===== config.mk =====
export PLATFORM = sky130hd
export DESIGN_NAME = newton_square_root_core
export DESIGN_NICKNAME = d
export VERILOG_FILES = /design/src/hdl/nsr_pkg.sv /design/src/hdl/nsr_div.sv /design/src/hdl/newton_square_root_core.sv
export SDC_FILE = /design/constraint.sdc
export NUM_CORES = 2
export LEC_CHECK = 0
export ABC_CLOCK_PERIOD_IN_PS = 15200
export CAP_MARGIN = 0
export CORE_UTILIZATION = 34
export DETAILED_ROUTE_END_ITERATION = 16
export DONT_BUFFER_PORTS = 1
export GPL_TIMING_DRIVEN = 0
export PLACE_DENSITY = 0.57
export SETUP_SLACK_MARGIN = 0.3
export SLEW_MARGIN = 20
export SYNTH_ARGS = -nofsm -noshare
export SYNTH_HDL_FRONTEND = slang
export SYNTH_SLANG_ARGS = --single-unit

===== constraint.sdc =====
create_clock -name aclk -period 15.2 [get_ports aclk]
set_input_delay 3.04 -clock aclk [delete_from_list [all_inputs] [get_ports aclk]]
set_output_delay 3.04 -clock aclk [all_outputs]
set_load 0.05 [all_outputs]

===== src/hdl/nsr_pkg.sv =====
// Shared constants, control-word layout and microcode ROM of the Newton square root core.
// Depends on nothing; imported by nsr_div and newton_square_root_core.
package nsr_pkg;

    // Field and datapath widths
    localparam int OPERAND_WIDTH  = 32;
    localparam int FRACTION_BITS  = 16;
    localparam int ROOT_WIDTH     = 24;
    localparam int COUNT_WIDTH    = 17;
    localparam int MAXIT_WIDTH    = 17;
    localparam int TOL_WIDTH      = 16;
    localparam int SCALED_WIDTH   = OPERAND_WIDTH + FRACTION_BITS;
    localparam int PROD_WIDTH     = 2 * OPERAND_WIDTH;
    localparam int CNT_REG_WIDTH  = COUNT_WIDTH + 1;
    localparam int OUT_FIELDS     = ROOT_WIDTH + COUNT_WIDTH + 1;
    localparam int OUT_TDATA_W    = ((OUT_FIELDS + 7) / 8) * 8;
    localparam int IN_TDATA_W     = ((OPERAND_WIDTH + 7) / 8) * 8;
    localparam int CFG_DATA_WIDTH = MAXIT_WIDTH;
    localparam int CFG_IDX_WIDTH  = 2;

    // Register reset values and saturation limits
    localparam logic [MAXIT_WIDTH-1:0] MAXIT_RESET = MAXIT_WIDTH'(100000);
    localparam logic [TOL_WIDTH-1:0]   TOL_RESET   = '0;
    localparam logic [ROOT_WIDTH-1:0]  ROOT_MAX    = '1;
    localparam logic [COUNT_WIDTH-1:0] COUNT_MAX   = '1;

    // Configuration register indexes
    localparam logic [CFG_IDX_WIDTH-1:0] CFG_MAX_ITER = CFG_IDX_WIDTH'(0);
    localparam logic [CFG_IDX_WIDTH-1:0] CFG_REL_TOL  = CFG_IDX_WIDTH'(1);

    // Microprogram addresses
    typedef logic [3:0] step_t;
    localparam step_t STEP_WAIT = 4'd0;
    localparam step_t STEP_MULB = 4'd1;
    localparam step_t STEP_SETB = 4'd2;
    localparam step_t STEP_TOP  = 4'd3;
    localparam step_t STEP_ERR  = 4'd4;
    localparam step_t STEP_CMP  = 4'd5;
    localparam step_t STEP_DIV  = 4'd6;
    localparam step_t STEP_UPD  = 4'd7;
    localparam step_t STEP_LOOP = 4'd8;
    localparam step_t STEP_DONE = 4'd9;
    localparam step_t STEP_RET  = 4'd10;

    // Jump conditions: jump to target when true, else fall through
    typedef logic [2:0] cond_t;
    localparam cond_t COND_NEVER    = 3'd0;
    localparam cond_t COND_ALWAYS   = 3'd1;
    localparam cond_t COND_NO_INPUT = 3'd2;
    localparam cond_t COND_OVER     = 3'd3;
    localparam cond_t COND_ERR_OK   = 3'd4;
    localparam cond_t COND_DIV_BUSY = 3'd5;
    localparam cond_t COND_SAME     = 3'd6;
    localparam cond_t COND_OUT_BUSY = 3'd7;

    // One control word per microprogram step
    typedef struct packed {
        cond_t cond;
        step_t target;
        logic  load;        // take the operand, seed the estimate
        logic  mul_bound;   // product <= operand * tolerance
        logic  mul_square;  // product <= estimate squared
        logic  bound_we;    // bound <= product
        logic  err_we;      // error <= |product - scaled operand|
        logic  div_start;   // scaled operand / estimate
        logic  update;      // estimate <= new estimate, count + 1
        logic  out_we;      // load the result word
    } ctrl_word_t;

    // Microcode ROM
    function automatic ctrl_word_t ucode_rom(input step_t step);
        ctrl_word_t w;
        w = '0;
        case (step)
            STEP_WAIT: begin
                w.load = 1'b1; w.cond = COND_NO_INPUT; w.target = STEP_WAIT;
            end
            STEP_MULB: begin
                w.mul_bound = 1'b1;
            end
            STEP_SETB: begin
                w.bound_we = 1'b1;
            end
            STEP_TOP: begin
                w.mul_square = 1'b1; w.cond = COND_OVER; w.target = STEP_DONE;
            end
            STEP_ERR: begin
                w.err_we = 1'b1;
            end
            STEP_CMP: begin
                w.div_start = 1'b1; w.cond = COND_ERR_OK; w.target = STEP_DONE;
            end
            STEP_DIV: begin
                w.cond = COND_DIV_BUSY; w.target = STEP_DIV;
            end
            STEP_UPD: begin
                w.update = 1'b1; w.cond = COND_SAME; w.target = STEP_DONE;
            end
            STEP_LOOP: begin
                w.cond = COND_ALWAYS; w.target = STEP_TOP;
            end
            STEP_DONE: begin
                w.out_we = 1'b1; w.cond = COND_OUT_BUSY; w.target = STEP_DONE;
            end
            STEP_RET: begin
                w.cond = COND_ALWAYS; w.target = STEP_WAIT;
            end
            default: begin
                w.cond = COND_ALWAYS; w.target = STEP_WAIT;
            end
        endcase
        return w;
    endfunction

endpackage


===== src/hdl/nsr_div.sv =====
// Restoring divider, one quotient bit per cycle: scaled operand over the estimate.
// Depends on nsr_pkg for the operand and scaled widths.
module nsr_div import nsr_pkg::*; (
    input  logic                     aclk,
    input  logic                     aresetn,
    input  logic                     start,
    input  logic [SCALED_WIDTH-1:0]  dividend,
    input  logic [OPERAND_WIDTH-1:0] divisor,
    output logic                     busy,
    output logic [SCALED_WIDTH-1:0]  quotient
);

    localparam int STEP_CNT_W = $clog2(SCALED_WIDTH + 1);
    localparam logic [STEP_CNT_W-1:0] DIV_STEPS = STEP_CNT_W'(SCALED_WIDTH);

    logic [STEP_CNT_W-1:0]    cnt_reg, cnt_next;
    logic [SCALED_WIDTH-1:0]  quo_reg, quo_next;
    logic [OPERAND_WIDTH-1:0] rem_reg, rem_next;
    logic [OPERAND_WIDTH-1:0] dsr_reg, dsr_next;
    logic [OPERAND_WIDTH:0]   rem_shift;
    logic [OPERAND_WIDTH+1:0] diff;

    // Shift in the next dividend bit, trial subtract
    assign rem_shift = {rem_reg, quo_reg[SCALED_WIDTH-1]};
    assign diff      = {1'b0, rem_shift} - {2'b00, dsr_reg};

    always_comb begin
        cnt_next = cnt_reg;
        quo_next = quo_reg;
        rem_next = rem_reg;
        dsr_next = dsr_reg;
        if (start) begin
            cnt_next = DIV_STEPS;
            quo_next = dividend;
            rem_next = '0;
            dsr_next = divisor;
        end else if (busy) begin
            cnt_next = cnt_reg - 1'b1;
            if (diff[OPERAND_WIDTH+1]) begin
                rem_next = rem_shift[OPERAND_WIDTH-1:0];
                quo_next = {quo_reg[SCALED_WIDTH-2:0], 1'b0};
            end else begin
                rem_next = diff[OPERAND_WIDTH-1:0];
                quo_next = {quo_reg[SCALED_WIDTH-2:0], 1'b1};
            end
        end
    end

    // Hold the step count under reset; payload needs none
    always_ff @(posedge aclk) begin
        if (!aresetn) begin
            cnt_reg <= '0;
        end else begin
            cnt_reg <= cnt_next;
        end
        quo_reg <= quo_next;
        rem_reg <= rem_next;
        dsr_reg <= dsr_next;
    end

    assign busy     = (cnt_reg != '0);
    assign quotient = quo_reg;

endmodule


===== src/hdl/newton_square_root_core.sv =====
// Top level of the Newton square root core: microcode sequencer, datapath and ports.
// Depends on nsr_pkg (widths, ROM) and nsr_div (shared divider).
//
//  channel | ports                         | word
//  --------+-------------------------------+------------------------------------------
//  input   | s_tvalid s_tready s_tdata     | operand
//  result  | m_tvalid m_tready m_tdata     | root, iteration_count, limit_reached
//  config  | cfg_valid cfg_ready cfg_index | 0 max_iterations, 1 relative_tolerance
//          | cfg_data                      |
//
// One operand at a time. Setup accepts the operand and forms the tolerance bound; each
// Newton step squares the estimate, checks the error, then waits on the bit-serial divider,
// which yields all 48 quotient bits, and updates the estimate. A zero operand or a tolerance
// hit before the first step goes straight to the result. The reset limit is 100000 steps.
// Reset (aresetn low, synchronous) returns the sequencer to its wait step and loads
// the register defaults. A result stalled by m_tready holds the sequencer in its
// final step; the next operand is taken once the result word sits in the
// output register, even while it still waits there.
module newton_square_root_core import nsr_pkg::*; (
    input  logic                      aclk,
    input  logic                      aresetn,
    input  logic                      s_tvalid,
    output logic                      s_tready,
    input  logic [IN_TDATA_W-1:0]     s_tdata,   // [31:0] operand
    output logic                      m_tvalid,
    input  logic                      m_tready,
    output logic [OUT_TDATA_W-1:0]    m_tdata,   // [23:0] root, [40:24] iteration_count,
                                                 // [41] limit_reached, rest zero
    input  logic                      cfg_valid,
    output logic                      cfg_ready,
    input  logic [CFG_IDX_WIDTH-1:0]  cfg_index,
    input  logic [CFG_DATA_WIDTH-1:0] cfg_data
);

    ctrl_word_t cw;

    logic [3:0]               step_reg, step_next;
    logic [MAXIT_WIDTH-1:0]   maxit_reg;
    logic [TOL_WIDTH-1:0]     tol_reg;
    logic [OPERAND_WIDTH-1:0] x_reg;
    logic [OPERAND_WIDTH-1:0] t_reg, t_next;
    logic [CNT_REG_WIDTH-1:0] cnt_reg;
    logic [PROD_WIDTH-1:0]    prod_reg;
    logic [SCALED_WIDTH-1:0]  bound_reg;
    logic [PROD_WIDTH-1:0]    err_reg;
    logic                     m_tvalid_reg;
    logic [OUT_TDATA_W-1:0]   m_tdata_reg;

    logic                     in_accept;
    logic                     out_busy;
    logic                     cond_true;
    logic [SCALED_WIDTH-1:0]  xs;
    logic [PROD_WIDTH-1:0]    xs_wide;
    logic [OPERAND_WIDTH-1:0] mul_a, mul_b;
    logic                     div_busy;
    logic [SCALED_WIDTH-1:0]  quotient;
    logic [SCALED_WIDTH-1:0]  nt_sum;
    logic                     nt_same;
    logic                     over_limit;
    logic [ROOT_WIDTH-1:0]    root_sat;
    logic [COUNT_WIDTH-1:0]   count_sat;

    // Fetch the control word of the current step
    assign cw        = ucode_rom(step_reg);
    assign s_tready  = (step_reg == STEP_WAIT);
    assign in_accept = s_tvalid && s_tready;
    assign out_busy  = m_tvalid_reg && !m_tready;
    assign cfg_ready = 1'b1;

    assign xs      = {x_reg, {FRACTION_BITS{1'b0}}};
    assign xs_wide = {{(PROD_WIDTH-SCALED_WIDTH){1'b0}}, xs};

    // New estimate: floor((q + t) / 2) without the carry-out
    assign nt_sum  = {1'b0, quotient[SCALED_WIDTH-1:1]}
                   + {{(SCALED_WIDTH-OPERAND_WIDTH+1){1'b0}}, t_reg[OPERAND_WIDTH-1:1]}
                   + {{(SCALED_WIDTH-1){1'b0}}, quotient[0] & t_reg[0]};
    assign nt_same = (nt_sum == {{(SCALED_WIDTH-OPERAND_WIDTH){1'b0}}, t_reg});
    assign t_next  = nt_sum[OPERAND_WIDTH-1:0];

    assign over_limit = (cnt_reg > {1'b0, maxit_reg});

    // Evaluate the jump condition
    always_comb begin
        case (cw.cond)
            COND_NEVER:    cond_true = 1'b0;
            COND_ALWAYS:   cond_true = 1'b1;
            COND_NO_INPUT: cond_true = !s_tvalid;
            COND_OVER:     cond_true = over_limit;
            COND_ERR_OK:   cond_true = (err_reg <= {{(PROD_WIDTH-SCALED_WIDTH){1'b0}}, bound_reg});
            COND_DIV_BUSY: cond_true = div_busy;
            COND_SAME:     cond_true = nt_same;
            COND_OUT_BUSY: cond_true = out_busy;
            default:       cond_true = 1'b0;
        endcase
    end

    assign step_next = cond_true ? cw.target : step_reg + 1'b1;

    // Select multiplier operands: tolerance bound or estimate squared
    assign mul_a = cw.mul_square ? t_reg : x_reg;
    assign mul_b = cw.mul_square ? t_reg
                                 : {{(OPERAND_WIDTH-TOL_WIDTH){1'b0}}, tol_reg};

    // Shared divider
    nsr_div u_div (
        .aclk     (aclk),
        .aresetn  (aresetn),
        .start    (cw.div_start && !cond_true),
        .dividend (xs),
        .divisor  (t_reg),
        .busy     (div_busy),
        .quotient (quotient)
    );

    // Saturate the result fields
    assign root_sat  = (t_reg > {{(OPERAND_WIDTH-ROOT_WIDTH){1'b0}}, ROOT_MAX})
                     ? ROOT_MAX : t_reg[ROOT_WIDTH-1:0];
    assign count_sat = cnt_reg[COUNT_WIDTH] ? COUNT_MAX : cnt_reg[COUNT_WIDTH-1:0];

    // Control state and configuration registers
    always_ff @(posedge aclk) begin
        if (!aresetn) begin
            step_reg     <= STEP_WAIT;
            maxit_reg    <= MAXIT_RESET;
            tol_reg      <= TOL_RESET;
            m_tvalid_reg <= 1'b0;
        end else begin
            step_reg <= step_next;
            if (cfg_valid && cfg_ready) begin
                case (cfg_index)
                    CFG_MAX_ITER: maxit_reg <= cfg_data;
                    CFG_REL_TOL:  tol_reg   <= cfg_data[TOL_WIDTH-1:0];
                    default:      ;
                endcase
            end
            if (cw.out_we && !out_busy) begin
                m_tvalid_reg <= 1'b1;
            end else if (m_tready) begin
                m_tvalid_reg <= 1'b0;
            end
        end
    end

    // Datapath registers
    always_ff @(posedge aclk) begin
        if (cw.load && in_accept) begin
            x_reg   <= s_tdata[OPERAND_WIDTH-1:0];
            t_reg   <= s_tdata[OPERAND_WIDTH-1:0];
            cnt_reg <= '0;
        end else if (cw.update) begin
            t_reg   <= t_next;
            cnt_reg <= cnt_reg + 1'b1;
        end
        if (cw.mul_bound || cw.mul_square) begin
            prod_reg <= mul_a * mul_b;
        end
        if (cw.bound_we) begin
            bound_reg <= prod_reg[SCALED_WIDTH-1:0];
        end
        if (cw.err_we) begin
            err_reg <= (prod_reg > xs_wide) ? prod_reg - xs_wide : xs_wide - prod_reg;
        end
        if (cw.out_we && !out_busy) begin
            m_tdata_reg <= {{(OUT_TDATA_W-OUT_FIELDS){1'b0}}, over_limit, count_sat, root_sat};
        end
    end

    assign m_tvalid = m_tvalid_reg;
    assign m_tdata  = m_tdata_reg;

endmodule


Yosys cells after proc, flatten, opt, wreduce, memory -nomap -nowiden --
Cells that the tools add are included.
Operators by class: add/sub/neg operators 8, multipliers 1, $lt $le $gt $ge 4, equality and inequality tests 18, multiplexer cells 24, bitwise operators 2, reduce and logical (&&, ||, !) cells 21
Operator list (count):
- 32-bit 2-to-1 mux | 5
- 48-bit 2-to-1 mux | 2
- 64-bit by 48-bit > comparator with 1-bit output | 1
- 64-bit by 48-bit <= comparator with 1-bit output | 1
- 32-bit by 32-bit multiplier with 64-bit output | 1
- 64-bit 2-to-1 mux | 1
- 48-bit by 64-bit subtractor with 64-bit output | 1
- 64-bit by 48-bit subtractor with 64-bit output | 1
- 7-bit case mux with 8 select lines | 1
- 47-bit by 31-bit adder with 48-bit output | 1
- 48-bit by 1-bit adder with 48-bit output | 1
- 48-bit by 32-bit equality test with 1-bit output | 1
- 33-bit by 32-bit subtractor with 34-bit output | 1
- 32-bit by 24-bit > comparator with 1-bit output, second input constant | 1
- 18-bit by 1-bit adder with 18-bit output, second input constant | 1
- 18-bit by 17-bit > comparator with 1-bit output | 1
- 4-bit by 3-bit equality test with 1-bit output, second input constant | 4
- 3-bit equality test, second input constant | 4
- 6-bit 2-to-1 mux | 2
- 1-bit 2-to-1 mux | 11
- 4-bit by 2-bit equality test with 1-bit output, second input constant | 2
- 4-bit equality test, second input constant | 2
- 1-bit case mux with 8 select lines | 1
- 3-bit by 2-bit equality test with 1-bit output, second input constant | 2
- 19 further kinds | 29
Storage, ports and cells: bits in registers 456, input port bits 56, output and inout bits 51

Logic depth before layout (Yosys ltp) --
word-level depth 8, gate-level depth with buffers 36, depth with buffers taken out 33

Modules after synthesis --
A second synthesis with hierarchy kept.
Second synthesis, totals: cell total of the unflattened synthesis 6537, area total of the unflattened synthesis 60234.0 µm²
By module, submodules not included:
- newton_square_root_core | instances 1, cells each 5935, area an instance 53870.4 µm², sequential area each 9589.2 µm²
- nsr_div | instances 1, cells each 602, area an instance 6363.6 µm², sequential area each 3163.0 µm²

Least setup slack after synthesis --
OpenSTA, ideal clock, no wires.
path type reg2reg, start point register step_reg[0], end point register prod_reg[62], data pin, data arrival time 8.482 ns, data required time 14.931 ns, slack 6.450 ns, stages on the path, launching flop included 34, period minus slack after synthesis 8.750 ns, path through dfxtp_1 > ha_1 > clkbuf_1 > and2_1 > clkbuf_1 > clkbuf_1 > nand2_1 > nand2_1 > clkbuf_1 > nand2_1 > fa_1 > inv_1 > fa_1 > inv_1 > fa_1 > inv_1 > fa_1 > inv_1 > fa_1 > inv_1 > fa_1 > fa_1 > fa_1 > ha_1 > clkbuf_1 > nand2_1 > or3_1 > or3_1 > o21ba_2 > o211ai_1 > a41o_1 > a21oi_1 > o31ai_1 > xor2_1
On the way: word-level cells in the longest chain between the ends 4
Ends and longest elaborated chain:
- from (decl) | line newton_square_root_core.sv:37 | logic [3:0] step_reg, step_next;
- from (signal assigned) | line newton_square_root_core.sv:128 | step_reg <= step_next;
- 4-bit by 2-bit equality test with 1-bit output (*) | line nsr_pkg.sv:74 | case (step)
- 1-bit 2-to-1 mux (*) | line nsr_pkg.sv:74
- 32-bit 2-to-1 mux (on tied branches) | line newton_square_root_core.sv:100, newton_square_root_core.sv:101
- 32-bit by 32-bit multiplier with 64-bit output (*) | line newton_square_root_core.sv:155 | prod_reg <= mul_a * mul_b;
- to (signal assigned) | line newton_square_root_core.sv:155
- to (decl) | line newton_square_root_core.sv:43 | logic [PROD_WIDTH-1:0] prod_reg;
Every way passes the cells marked *; elsewhere a longest branch is shown, timed or not. A chain may end at the register's enable or synchronous reset.

Worst setup path after layout --
start point register step_reg[0], end point register prod_reg[63], data pin
The elaborated chain is that of the path after synthesis.

==> results.py <==
metrics = {
    "layout": {
        "seqCellArea_um2": 12600,
        "most-common-layout-cells": "inv_1, fa_1, nand2_1, nor2_1, ha_1",
        "fillers": 18433,
        "final_common_cell": "inv_1",
        "drive_above_1_share_pct": 4.02,
        "multi_input_area_um2": 43300,
        "synthToLayoutAreaGrowth_pct": 8.46,
        "final_area_um2": 66600,
        "nNetsFinal": 8267,
    },
    "clock_tree": {
        "post_cts_buffers": 0,
        "clkTransAtPathRegs_ns": 0.06,
        "cts_max_path_buffers": 3,
        "cts_tree": "built",
        "cts_buffers": 54,
        "cts-root-buf": "clkbuf_16",
        "clock_latency_ns": 0.69,
        "clock-sinks": 456,
        "h-tree-depth": 2,
        "cts_resized": 0,
        "cts_hold_buf": 0,
    },
    "global_routing": {
        "grt-ovfl-total": 0,
        "antenna_found_initial": 21,
        "first_global_vias": 50897,
        "grt_first_pass_wirelength_um": 353000,
        "grt_max_degree": 49,
        "grt_usage_pct": 26.8,
    },
    "worst_setup_path": {
        "end_kind": "flop",
        "critPathSlowestCell": "clkbuf_1",
        "critical_path_class": "reg2reg",
        "max_stage_delay_ns": 0.86,
        "rr_worst_depth": 34,
        "cp_data_required_time_ns": 15.59,
        "path_max_fanout": 10,
        "worstSetupStartpointType": "flop",
        "path_common_cell": "fa_1",
        "critPathArrivalTime_ns": 13.49,
    },
    "yosys": {
        "synth_top_area_share_pct": 29.3,
        "seq_area_frac_synth_pct": 20.5,
        "syn_area_per_cell_um2": 9.06,
        "async_flop_share_pct": 0,
        "ys_warn_count": 0,
        "netlist_area_um2": 61400,
        "synth_area_leader_cell": "fa_1",
        "synth_cell_types": 95,
        "synthCells": 6780,
        "synth_edf_count": 346,
        "synth.area.top_cells": "fa_1, edfxtp_1, ha_1",
        "synth_ff_type": "edfxtp_1",
        "ys_seq_elements": 456,
    },
    "drt": {
        "ant_nets": 0,
        "vias": 51060,
        "drt-wirelength-per-cell_um": 26.4,
        "drc_errors": 0,
        "drt_iter0_drc": 5143,
        "vias_per_cell": 5.51,
        "first_pass_iters": 8,
        "totalWireLength_um": 245000,
    },
    "worst_hold_path": {
        "worstHoldPathCells": 0,
        "hp-class": "reg2reg",
    },
    "sta": {
        "finalCritPeriodShare_pct": 86.2,
        "fin_skew_ns": 0.0370,
        "tns_ns": 0,
        "worst_pin_slew_ns": 1.23,
        "setup_violations": 0,
        "finalCriticalPeriod_ns": 13.10,
        "hold_viol_final": 0,
        "rsz0062_at_grt": "no",
        "clock.fmax_mhz": 76.3,
        "whs_ns": 0.468,
        "slew_viol_final": 0,
        "slew_headroom_pct": 18.0,
    },
    "power": {
        "pwr-share-comb_pct": 73.3,
        "peakVddDrop_mv": 0.239,
        "leakage_nw": 30.2,
        "power.share.clock_pct": 9.3,
        "power_frac_seq_pct": 17.4,
        "p_switching_mw": 8.94,
        "power_density_nw_per_um2": 233,
        "power.share.switching_pct": 57.6,
        "p_int_mw": 6.59,
    },
    "outcome": {
        "status": "complete, no violations",
    },
    "floorplan": {
        "chipHeight_um": 427,
        "initial_utilization_pct": 34.3,
        "die_area_um2": 182000,
        "rows": 155,
        "fp.dieW_um": 427,
        "io_pins": 107,
        "core_area_um2": 179000,
    },
    "placed_design": {
        "place.port_buffers": 0,
        "placed_area_um2": 64600,
        "dpl.hpwl_um": 203000,
        "routabilityCongestion": 1.05,
    },
    "job": {
        "drv_cap": 0,
    },
}
[per-stage QoR]
| stage | worst slack (ns) | instances | power (mW) | util (%) |
|---|---|---|---|---|
| after global placement | 2.10 | 9140 | 13.7 | 36.0 |
| after CTS | 2.36 | 9252 | 15.3 | 37.2 |
| final | 2.10 | 9267 | 15.5 | 37.2 |
| after global routing | 1.79 | 9261 | 16.5 | 37.2 |
| after floorplan | 6.45 | 6785 | 9.43 | - |
| after detailed placement | 2.41 | 9150 | 13.8 | 36.1 |
[per-layer routing]
layer,part of all wire [%],vias to the layer above,GRT usage [%]
li1,-,22208,-
met1,39,25822,34.3
met2,45,2412,42.4
met3,9.6,608,5.95
met4,6.0,10,13.5
met5,0.025,-,0
[cell type report]
| class | instances | area share, % |
|---|---|---|
| Antenna cell | 15 | 0.0564 |
| Timing Repair Buffer | 10 | 0.240 |
| Sequential cell | 456 | 18.9 |
| Tap cell | 2355 | 4.42 |
| Buffer | 345 | 2.03 |
| Multi-Input combinational cell | 4831 | 65.0 |
| Clock buffer | 62 | 2.14 |
| Clock inverter | 40 | 0.748 |
| Inverter | 1153 | 6.50 |
[critical path: cells and delay by family, from the launching register on]
| family | cells | cell delay, ns |
|---|---|---|
| fa+ha+maj | 10 | 4.64 |
| simple gates | 10 | 2.83 |
| buf+inv | 9 | 2.49 |
| compound gates | 4 | 2.09 |
| flops | 1 | 0.42 |
| xor+xnor | 1 | 0.33 |
[power groups by stage]
stage / sequential [mW] / combinational [mW] / clock [mW]
after floorplan: 2.28 / 7.15 / 0
after global placement: 2.70 / 11.0 / 0
after detailed placement: 2.69 / 11.1 / 0
after CTS: 2.67 / 11.2 / 1.46
after global routing: 2.71 / 12.3 / 1.49
final: 2.71 / 11.4 / 1.44
[cell families after synthesis]
| logic type | after synthesis | synth area share, % |
|---|---|---|
| XOR/XNOR | 223 | 3.34 |
| AND/OR/NAND/NOR | 2094 | 15.8 |
| adder cells (fa/ha/maj) | 1360 | 38.7 |
| buffers and inverters | 1498 | 9.23 |
| multiplexers | 56 | 0.939 |
| flip-flops | 456 | 20.5 |
| other | 2 | 0.0122 |
| AO/OA/AOI/OAI | 1091 | 11.5 |
[synth_stat cells (10+ instances only)]
cell type,count
inv_1,1147
a21oi_1,342
nor4_1,35
xnor2_1,123
clkbuf_1,316
o21a_1,37
o21ai_0,186
or4_1,34
o21ai_1,19
and2_1,184
buf_2,10
a2111oi_0,12
nor2_1,579
xor2_1,93
nor2b_1,29
o2111ai_1,25
edfxtp_1,346
o22ai_1,10
a31oi_1,54
o21bai_1,34
mux2_2,13
mux2i_1,43
nor3_1,54
nand4_1,81
a21boi_0,36
a221oi_1,22
nand2b_1,24
a211oi_1,52
or3_1,33
or2_2,58
a31o_2,18
nand3_1,81
o31ai_1,28
fa_1,900
nand2_1,784
nor3b_1,10
dfxtp_1,110
a21o_1,103
ha_1,460
o211ai_1,30
and3_1,66
[final timing paths]
kind                   end  slack, ns    startpoint
max reg2reg   prod_reg[63]       2.10   step_reg[0]
min reg2reg  bound_reg[16]       0.47  prod_reg[16]
max           prod_reg[63]       2.10   step_reg[0]
min          bound_reg[16]       0.47  prod_reg[16]
Note: power is estimated with default switching activity, not from simulation.
